==> config.mk <==
export PLATFORM = sky130hd
export DESIGN_NAME = rgb_to_hsv_converter_top
export DESIGN_NICKNAME = d
export VERILOG_FILES = /design/src/rtl/rhc_pkg.sv /design/src/rtl/rhc_front.sv /design/src/rtl/rhc_queue.sv /design/src/rtl/rhc_back.sv /design/src/rtl/rgb_to_hsv_converter_top.sv
export SDC_FILE = /design/constraint.sdc
export NUM_CORES = 2
export LEC_CHECK = 0
export ABC_AREA = 1
export BUFFER_PORTS_ARGS = -buffer_cell sky130_fd_sc_hd__buf_2
export CELL_PAD_IN_SITES_DETAIL_PLACEMENT = 1
export CELL_PAD_IN_SITES_GLOBAL_PLACEMENT = 2
export CORE_ASPECT_RATIO = 1.5
export CORE_MARGIN = 5
export CORE_UTILIZATION = 43
export CTS_BUF_LIST = sky130_fd_sc_hd__clkbuf_8
export DETAILED_ROUTE_END_ITERATION = 10
export HOLD_SLACK_MARGIN = 0.1
export MAX_ROUTING_LAYER = met4
export PLACE_DENSITY = 0.84
export SLEW_MARGIN = 20
export SYNTH_ARGS = -nofsm -noshare
export SYNTH_HDL_FRONTEND = slang
export SYNTH_SLANG_ARGS = --single-unit
==> constraint.sdc <==
create_clock -name clk -period 26.5 [get_ports clk]
set_input_delay 5.3 -clock clk [delete_from_list [all_inputs] [get_ports clk]]
set_output_delay 5.3 -clock clk [all_outputs]
set_load 0.03 [all_outputs]
==> src/rtl/rhc_pkg.sv <==
`default_nettype none
package rhc_pkg;

  localparam int CH_W        = 8;   // input channel width
  localparam int HUE_QW      = 9;   // hue quotient bits
  localparam int SAT_QW      = 8;   // saturation quotient bits
  localparam int HUE_NW      = 17;  // hue dividend bits, below 360*255
  localparam int SAT_NW      = 16;  // saturation dividend bits, up to 255*255
  localparam int NUM_W       = 19;  // signed working width of the hue numerator
  localparam int QUEUE_DEPTH = 4;
  localparam int QPTR_W      = 2;
  localparam int BACK_STAGES = HUE_QW;

  localparam int HUE_SECTOR       = 60;
  localparam int HUE_GREEN_OFFSET = 120;
  localparam int HUE_BLUE_OFFSET  = 240;
  localparam int HUE_FULL_TURN    = 360;
  localparam int SAT_SCALE        = 255;

  // One classified pixel, ready for the two divisions.
  typedef struct packed {
    logic [HUE_NW-1:0] hue_num;
    logic [CH_W-1:0]   hue_div;   // max - min
    logic [SAT_NW-1:0] sat_num;
    logic [CH_W-1:0]   sat_div;   // max, also the brightness
  } rhc_entry_t;

  // One stage of the divider pipeline.
  typedef struct packed {
    logic              valid;
    logic [HUE_NW-1:0] hue_rem;
    logic [CH_W-1:0]   hue_div;
    logic [HUE_QW-1:0] hue_q;
    logic [SAT_NW-1:0] sat_rem;
    logic [CH_W-1:0]   sat_div;
    logic [SAT_QW-1:0] sat_q;
  } rhc_stage_t;

endpackage
`default_nettype wire

==> src/rtl/rhc_front.sv <==
`default_nettype none
module rhc_front (
  input  wire logic                 clk,
  input  wire logic                 rst_n,
  input  wire logic                 in_valid,
  output logic                      in_ready,
  input  wire logic [7:0]           in_red,
  input  wire logic [7:0]           in_green,
  input  wire logic [7:0]           in_blue,
  output logic                      push_valid,
  input  wire logic                 push_ready,
  output rhc_pkg::rhc_entry_t       push_entry
);
  import rhc_pkg::*;

  localparam logic signed [NUM_W-1:0] SectorS = NUM_W'(HUE_SECTOR);
  localparam logic signed [NUM_W-1:0] TurnS   = NUM_W'(HUE_FULL_TURN);

  logic                     front_valid_r, front_valid_nxt;
  rhc_entry_t               front_r;
  rhc_entry_t               entry_nxt;
  logic [CH_W-1:0]          mx, mn;
  logic signed [CH_W:0]     diff;
  logic [CH_W-1:0]          off;
  logic [CH_W-1:0]          delta;
  logic signed [NUM_W-1:0]  delta_s, off_s, diff_s, num, wrapped;
  logic                     take;

  assign in_ready   = !front_valid_r || push_ready;
  assign take       = in_valid && in_ready;
  assign push_valid = front_valid_r;
  assign push_entry = front_r;

  // Classify the dominant channel; ties go to red, then green.
  always_comb begin
    if (in_red >= in_green && in_red >= in_blue) begin
      mx   = in_red;
      mn   = (in_green < in_blue) ? in_green : in_blue;
      diff = $signed({1'b0, in_green}) - $signed({1'b0, in_blue});
      off  = '0;
    end else if (in_green >= in_blue) begin
      mx   = in_green;
      mn   = (in_red < in_blue) ? in_red : in_blue;
      diff = $signed({1'b0, in_blue}) - $signed({1'b0, in_red});
      off  = CH_W'(HUE_GREEN_OFFSET);
    end else begin
      mx   = in_blue;
      mn   = (in_red < in_green) ? in_red : in_green;
      diff = $signed({1'b0, in_red}) - $signed({1'b0, in_green});
      off  = CH_W'(HUE_BLUE_OFFSET);
    end
    delta   = mx - mn;
    delta_s = signed'({{(NUM_W-CH_W){1'b0}}, delta});
    off_s   = signed'({{(NUM_W-CH_W){1'b0}}, off});
    diff_s  = NUM_W'(diff);
    num     = off_s * delta_s + SectorS * diff_s;
    // Wrap a negative hue by one full turn
    wrapped = (num < 0) ? (num + TurnS * delta_s) : num;
    entry_nxt.hue_num = wrapped[HUE_NW-1:0];
    entry_nxt.hue_div = delta;
    entry_nxt.sat_num = SAT_NW'(delta) * SAT_NW'(SAT_SCALE);
    entry_nxt.sat_div = mx;
  end

  always_comb begin
    front_valid_nxt = front_valid_r;
    if (take) begin
      front_valid_nxt = 1'b1;
    end else if (push_ready) begin
      front_valid_nxt = 1'b0;
    end
  end

  always_ff @(posedge clk) begin
    if (!rst_n) begin
      front_valid_r <= 1'b0;
    end else begin
      front_valid_r <= front_valid_nxt;
    end
    if (take) begin
      front_r <= entry_nxt;
    end
  end

endmodule
`default_nettype wire

==> src/rtl/rhc_queue.sv <==
`default_nettype none
module rhc_queue (
  input  wire logic                 clk,
  input  wire logic                 rst_n,
  input  wire logic                 push_valid,
  output logic                      push_ready,
  input  wire rhc_pkg::rhc_entry_t  push_entry,
  output logic                      pop_valid,
  input  wire logic                 pop_ready,
  output rhc_pkg::rhc_entry_t       pop_entry
);
  import rhc_pkg::*;

  rhc_entry_t          slot_r [QUEUE_DEPTH];
  logic [QPTR_W-1:0]   wr_ptr_r, wr_ptr_nxt;
  logic [QPTR_W-1:0]   rd_ptr_r, rd_ptr_nxt;
  logic [QPTR_W:0]     count_r, count_nxt;
  logic                push, pop;

  assign push_ready = (count_r != (QPTR_W+1)'(QUEUE_DEPTH));
  assign pop_valid  = (count_r != '0);
  assign pop_entry  = slot_r[rd_ptr_r];
  assign push       = push_valid && push_ready;
  assign pop        = pop_valid && pop_ready;

  always_comb begin
    wr_ptr_nxt = push ? wr_ptr_r + 1'b1 : wr_ptr_r;
    rd_ptr_nxt = pop  ? rd_ptr_r + 1'b1 : rd_ptr_r;
    count_nxt  = count_r;
    if (push && !pop) begin
      count_nxt = count_r + 1'b1;
    end else if (pop && !push) begin
      count_nxt = count_r - 1'b1;
    end
  end

  always_ff @(posedge clk) begin
    if (!rst_n) begin
      wr_ptr_r <= '0;
      rd_ptr_r <= '0;
      count_r  <= '0;
    end else begin
      wr_ptr_r <= wr_ptr_nxt;
      rd_ptr_r <= rd_ptr_nxt;
      count_r  <= count_nxt;
    end
    if (push) begin
      slot_r[wr_ptr_r] <= push_entry;
    end
  end

endmodule
`default_nettype wire

==> src/rtl/rhc_back.sv <==
`default_nettype none
module rhc_back (
  input  wire logic                 clk,
  input  wire logic                 rst_n,
  input  wire logic                 pop_valid,
  output logic                      pop_ready,
  input  wire rhc_pkg::rhc_entry_t  pop_entry,
  output logic                      out_valid,
  input  wire logic                 out_ready,
  output logic [8:0]                out_hue,
  output logic [7:0]                out_saturation,
  output logic [7:0]                out_brightness
);
  import rhc_pkg::*;

  localparam int Last = BACK_STAGES - 1;

  rhc_stage_t  st_r   [BACK_STAGES];
  rhc_stage_t  st_nxt [BACK_STAGES];
  rhc_stage_t  st_in  [BACK_STAGES];
  logic        advance;

  // Advance the whole divider line together unless the result is held.
  assign advance   = !st_r[Last].valid || out_ready;
  assign pop_ready = advance;

  always_comb begin
    st_in[0].valid   = pop_valid;
    st_in[0].hue_rem = pop_entry.hue_num;
    st_in[0].hue_div = pop_entry.hue_div;
    st_in[0].hue_q   = '0;
    st_in[0].sat_rem = pop_entry.sat_num;
    st_in[0].sat_div = pop_entry.sat_div;
    st_in[0].sat_q   = '0;
    for (int s = 1; s < BACK_STAGES; s++) begin
      st_in[s] = st_r[s-1];
    end
  end

  // One quotient bit per stage, most significant first; saturation skips stage 0.
  always_comb begin
    for (int s = 0; s < BACK_STAGES; s++) begin
      logic [HUE_NW-1:0] hsh;
      logic [SAT_NW-1:0] ssh;
      st_nxt[s] = st_in[s];
      hsh = HUE_NW'(st_in[s].hue_div) << (HUE_QW - 1 - s);
      ssh = SAT_NW'(st_in[s].sat_div) << (HUE_QW - 1 - s);
      if (st_in[s].hue_div != '0 && st_in[s].hue_rem >= hsh) begin
        st_nxt[s].hue_rem = st_in[s].hue_rem - hsh;
        st_nxt[s].hue_q[HUE_QW-1-s] = 1'b1;
      end
      if (HUE_QW - 1 - s < SAT_QW) begin
        if (st_in[s].sat_div != '0 && st_in[s].sat_rem >= ssh) begin
          st_nxt[s].sat_rem = st_in[s].sat_rem - ssh;
          st_nxt[s].sat_q   = st_in[s].sat_q | SAT_QW'(1 << (HUE_QW - 1 - s));
        end
      end
    end
  end

  always_ff @(posedge clk) begin
    if (!rst_n) begin
      for (int s = 0; s < BACK_STAGES; s++) begin
        st_r[s].valid <= 1'b0;
      end
    end else if (advance) begin
      for (int s = 0; s < BACK_STAGES; s++) begin
        st_r[s] <= st_nxt[s];
      end
    end
  end

  assign out_valid      = st_r[Last].valid;
  assign out_hue        = st_r[Last].hue_q;
  assign out_saturation = st_r[Last].sat_q;
  assign out_brightness = st_r[Last].sat_div;

  a_hue_range: assert property (@(posedge clk) disable iff (!rst_n)
    out_valid |-> (out_hue < 9'(HUE_FULL_TURN)))
    else $error("hue out of range");

  a_black_sat: assert property (@(posedge clk) disable iff (!rst_n)
    (out_valid && out_brightness == '0) |-> (out_saturation == '0 && out_hue == '0))
    else $error("black pixel with nonzero hue or saturation");

  a_hold_line: assert property (@(posedge clk) disable iff (!rst_n)
    (st_r[Last].valid && !out_ready) |=> $stable(st_r[0].valid) && $stable(st_r[Last]))
    else $error("divider line moved while stalled");

endmodule
`default_nettype wire

==> src/rtl/rgb_to_hsv_converter_top.sv <==
`default_nettype none
// Channel   Direction  Ports                                        Transfer
// input     in         in_valid, in_ready, in_red/green/blue        valid && ready
// result    out        out_valid, out_ready, out_hue/saturation/    valid && ready
//                      out_brightness
//
// One pixel per clock while out_ready is high; the divider line sets the rate.
// With no stall, an accepted pixel passes the classifier register, one queue
// slot and the nine stages of the divider line before its result is valid.
// Reset is synchronous and clears valid flags, queue pointers and count only.
// A stalled result holds the divider line; the four-entry queue and the front
// register keep taking pixels until they fill.
module rgb_to_hsv_converter_top (
  input  wire logic        clk,
  input  wire logic        rst_n,
  input  wire logic        in_valid,
  output logic             in_ready,
  input  wire logic [7:0]  in_red,
  input  wire logic [7:0]  in_green,
  input  wire logic [7:0]  in_blue,
  output logic             out_valid,
  input  wire logic        out_ready,
  output logic [8:0]       out_hue,
  output logic [7:0]       out_saturation,
  output logic [7:0]       out_brightness
);
  import rhc_pkg::*;

  logic        push_valid, push_ready;
  rhc_entry_t  push_entry;
  logic        pop_valid, pop_ready;
  rhc_entry_t  pop_entry;

  // Front: pick the dominant channel, form both dividends and divisors.
  rhc_front u_front (
    .clk        (clk),
    .rst_n      (rst_n),
    .in_valid   (in_valid),
    .in_ready   (in_ready),
    .in_red     (in_red),
    .in_green   (in_green),
    .in_blue    (in_blue),
    .push_valid (push_valid),
    .push_ready (push_ready),
    .push_entry (push_entry)
  );

  // Queue: decouple the classifier from the divider line.
  rhc_queue u_queue (
    .clk        (clk),
    .rst_n      (rst_n),
    .push_valid (push_valid),
    .push_ready (push_ready),
    .push_entry (push_entry),
    .pop_valid  (pop_valid),
    .pop_ready  (pop_ready),
    .pop_entry  (pop_entry)
  );

  // Back: pipelined restoring division for hue and saturation; the last
  // stage doubles as the output register.
  rhc_back u_back (
    .clk            (clk),
    .rst_n          (rst_n),
    .pop_valid      (pop_valid),
    .pop_ready      (pop_ready),
    .pop_entry      (pop_entry),
    .out_valid      (out_valid),
    .out_ready      (out_ready),
    .out_hue        (out_hue),
    .out_saturation (out_saturation),
    .out_brightness (out_brightness)
  );

endmodule
`default_nettype wire
==> out/metrics.yaml <==
route:
  wirelength_um: 101000
  vias: 29040
  drt_first_pass_iters: 5
  avgViaCountPerCell: 5.13
  drtIter0Drc: 1218
  routedWlPerCell_um: 17.9
  drcViolationCount: 0
  postRouteAntennaNets: 0
synthesis:
  synth_flop_cell: "edfxtp_1"
  synth_edf_count: 697
  ys_seq_area_share_pct: 51.0
  yosysWarnings: 0
  postSynthAreaPerCell_um2: 9.83
  yosysUniqueCellTypes: 57
  synth_area_um2: 41400
  synthArstFlopShare_pct: 0
  syn-num-nets: 4648
  syn_inst: 4215
  ys_seq_elements: 707
sta:
  whs_ns: 0.473
  min_period_ns: 15.15
  finalHoldViolCount: 0
  rsz0062_at_grt: "false"
  fmax_ghz: 0.0660
  worst_slew_pin_slew_ns: 0.968
  max_slew_margin_pct: 35.5
  drv_slew: 0
  setup_ws_ns: 11.35
  post-route-period-util_pct: 57.2
  setup_viol: 0
  tns_ns: 0
  finClkSkew_ns: 0.0303
die:
  ioPinCount: 55
  die_area_um2: 103000
  die_h_um: 390
  initial_utilization_pct: 43.3
  die_x_um: 263
  core_area_um2: 95700
  rows: 139
layout:
  final_nets: 4727
  drive_above_1_share_pct: 6.25
  multiInputGateArea_um2: 17300
  fin_area_um2: 45200
  area_delta_synth_final_pct: 9.14
  fillers: 10905
  seq_area_um2: 21100
status:
  status: "finished clean"
clock_tree:
  clock_path_buffers: 3
  cts_setup_buffers: 0
  cts_root_buf: "clkbuf_8"
  clk_latency_ns: 0.78
  cts_tree: "yes"
  cts_inserted_buffers: 109
  cts_max_level: 3
  holdBufCountCts: 0
  clkTransAtPathRegs_ns: 0.07
  cts_resized: 0
  cts.sinks: 707
grt:
  antenna_found_initial: 1
  grt_pass1_wl_um: 164000
  grt_start_max_net_pins: 186
  grt-ovfl-total: 0
  grt_pass1_vias: 32144
  grt_use_total_pct: 20.2
critical_path:
  crit_arrival_ns: 15.67
  critPathMaxFanout: 27
  r2r_slack_ns: 21.62
  reg2reg_to: "u_back.st_r[0][65]$_DFFE_PP_"
  path_delay_family: "adder cells"
  path_buf_inv: 15
  worstSetupPathType: "in2reg"
  worst_setup_path_start_kind: "input pin"
  r2r_cells: 22
  critPathMaxStageDelay_ns: 0.72
  crit_top_cell: "nand2_1"
  cp_slowest_cell: "xor2_1"
  endpoint_kind: "flop"
  crit_start: "in_red[4]"
  required_ns: 27.02
job:
  maxCapViolations: 0
min_path:
  hold_class: "reg2reg"
  worstHoldStart: "u_queue.rd_ptr_r[1]$_SDFFE_PN0P_"
  hold_path_depth: 2
placed_design:
  io_buffers: 54
  post-place-ws_ns: 10.55
  placedInstanceArea_um2: 43100
  gp_congestion: 0.893
  dp_hpwl_um: 76800
[per-layer routing]
layer  part of all wire, %  track usage, %  up-vias
met5                     0               -        -
met4                   4.2            8.71        0
met3                   2.4            2.23      187
met2                    60            41.9      358
met1                    33            18.0    14070
li1                      -               -    14425
[layout make-up]
| cell class | instances | share of cell area (%) |
|---|---|---|
| timing repair buffer | 77 | 1.01 |
| sequential | 707 | 46.7 |
| antenna | 1 | 0.00553 |
| clock buffer | 110 | 3.35 |
| clock inverter | 93 | 1.33 |
| inverter | 687 | 5.72 |
| tap | 1269 | 3.51 |
| multi-input combinational | 2712 | 38.3 |
[metrics by stage]
| stage | cells | utilization (%) |
|---|---|---|
| after floorplan | 4215 | - |
| after global placement | 5452 | 45.1 |
| after detailed placement | 5452 | 45.1 |
| after CTS | 5655 | 47.3 |
| after global routing | 5656 | 47.3 |
| final | 5656 | 47.3 |
[how the worst max path moves through the flow]
stage                                             to  cells past startpoint
detailed placement  u_front.push_entry[48]$_DFFE_PP_                     57
finish              u_front.push_entry[48]$_DFFE_PP_                     57
global placement    u_front.push_entry[48]$_DFFE_PP_                     57
CTS                 u_front.push_entry[48]$_DFFE_PP_                     57
floorplan              u_back.st_r[0][294]$_DFFE_PP_                      7
global route        u_front.push_entry[48]$_DFFE_PP_                     57
[registers in the layout, summed over array words and instances (netlist names), named ones only]
| register | flops |
|---|---|
| u_back.st_r | 467 |
| u_front.push_valid | 1 |
| u_queue.slot_r | 184 |
| u_queue.rd_ptr_r | 2 |
| u_queue.count_r | 3 |
| u_front.push_entry | 46 |
| u_queue.wr_ptr_r | 2 |
[cell usage in the layout, fill, tap and decap left out, drive strengths merged, types with 34 or more instances in the layout]
master	netlist	layout
nor3	43	43
nor2	575	575
fa	89	89
a21oi	347	347
clkinv	1	50
xnor2	78	78
clkbuf	93	110
inv	686	721
nand4	34	34
nand2	509	509
nor4	39	39
nand3	117	117
xor2	110	110
o21ai	288	288
buf	16	77
ha	316	316
edfxtp	697	697
[synthesized netlist by cell type, types with 4 or more instances]
| cell | number | share of area, % |
|---|---|---|
| edfxtp_1 | 697 | 51 |
| inv_1 | 677 | 6.1 |
| nor2_1 | 569 | 5.2 |
| nand2_1 | 500 | 4.5 |
| a21oi_1 | 346 | 4.2 |
| ha_1 | 316 | 9.5 |
| o21ai_0 | 279 | 3.4 |
| nand3_1 | 110 | 1.3 |
| xor2_1 | 110 | 2.3 |
| clkbuf_1 | 93 | 0.84 |
| fa_1 | 89 | 4.3 |
| xnor2_1 | 78 | 1.6 |
| nor3_1 | 43 | 0.52 |
| nor4_1 | 39 | 0.59 |
| nand4_1 | 32 | 0.48 |
| a211oi_1 | 31 | 0.56 |
| o21bai_1 | 13 | 0.24 |
| a21o_1 | 11 | 0.20 |
| a31oi_1 | 10 | 0.15 |
| dfxtp_1 | 10 | 0.48 |
| o22ai_1 | 10 | 0.15 |
| or2_2 | 10 | 0.15 |
| inv_2 | 9 | 0.082 |
| o21ai_1 | 9 | 0.11 |
| a221oi_1 | 8 | 0.17 |
| a32o_1 | 8 | 0.19 |
| o31ai_1 | 8 | 0.14 |
| buf_1 | 7 | 0.063 |
| buf_2 | 7 | 0.085 |
| nand3_2 | 7 | 0.17 |
| o211ai_1 | 7 | 0.13 |
| o221ai_1 | 7 | 0.15 |
| nor2_2 | 6 | 0.091 |
| a32oi_1 | 5 | 0.11 |
| nor3b_1 | 5 | 0.091 |
| a21boi_0 | 4 | 0.072 |
| nand2_2 | 4 | 0.060 |
| nand2_4 | 4 | 0.11 |
| nand3b_1 | 4 | 0.072 |
[kinds of logic (layout without fill, tap and decap cells)]
kind of cell,Yosys count,count (layout),share of synthesized area [%]
flops,707,707,51.0
fa+ha+maj,405,405,13.8
simple gates,1341,1341,13.5
buf+inv,796,967,7.27
compound gates,778,778,10.4
xor+xnor,188,188,3.97
other cells,0,1,0
[worst min-delay path, cell delays in order, from the launching register on]
cell	delay (ns)
dfxtp_1	0.30
inv_1	0.06
a21oi_1	0.07
Power is left out: the tool's default activity adds up to more than one toggle a clock period on the data nets, which glitch-free logic cannot reach.
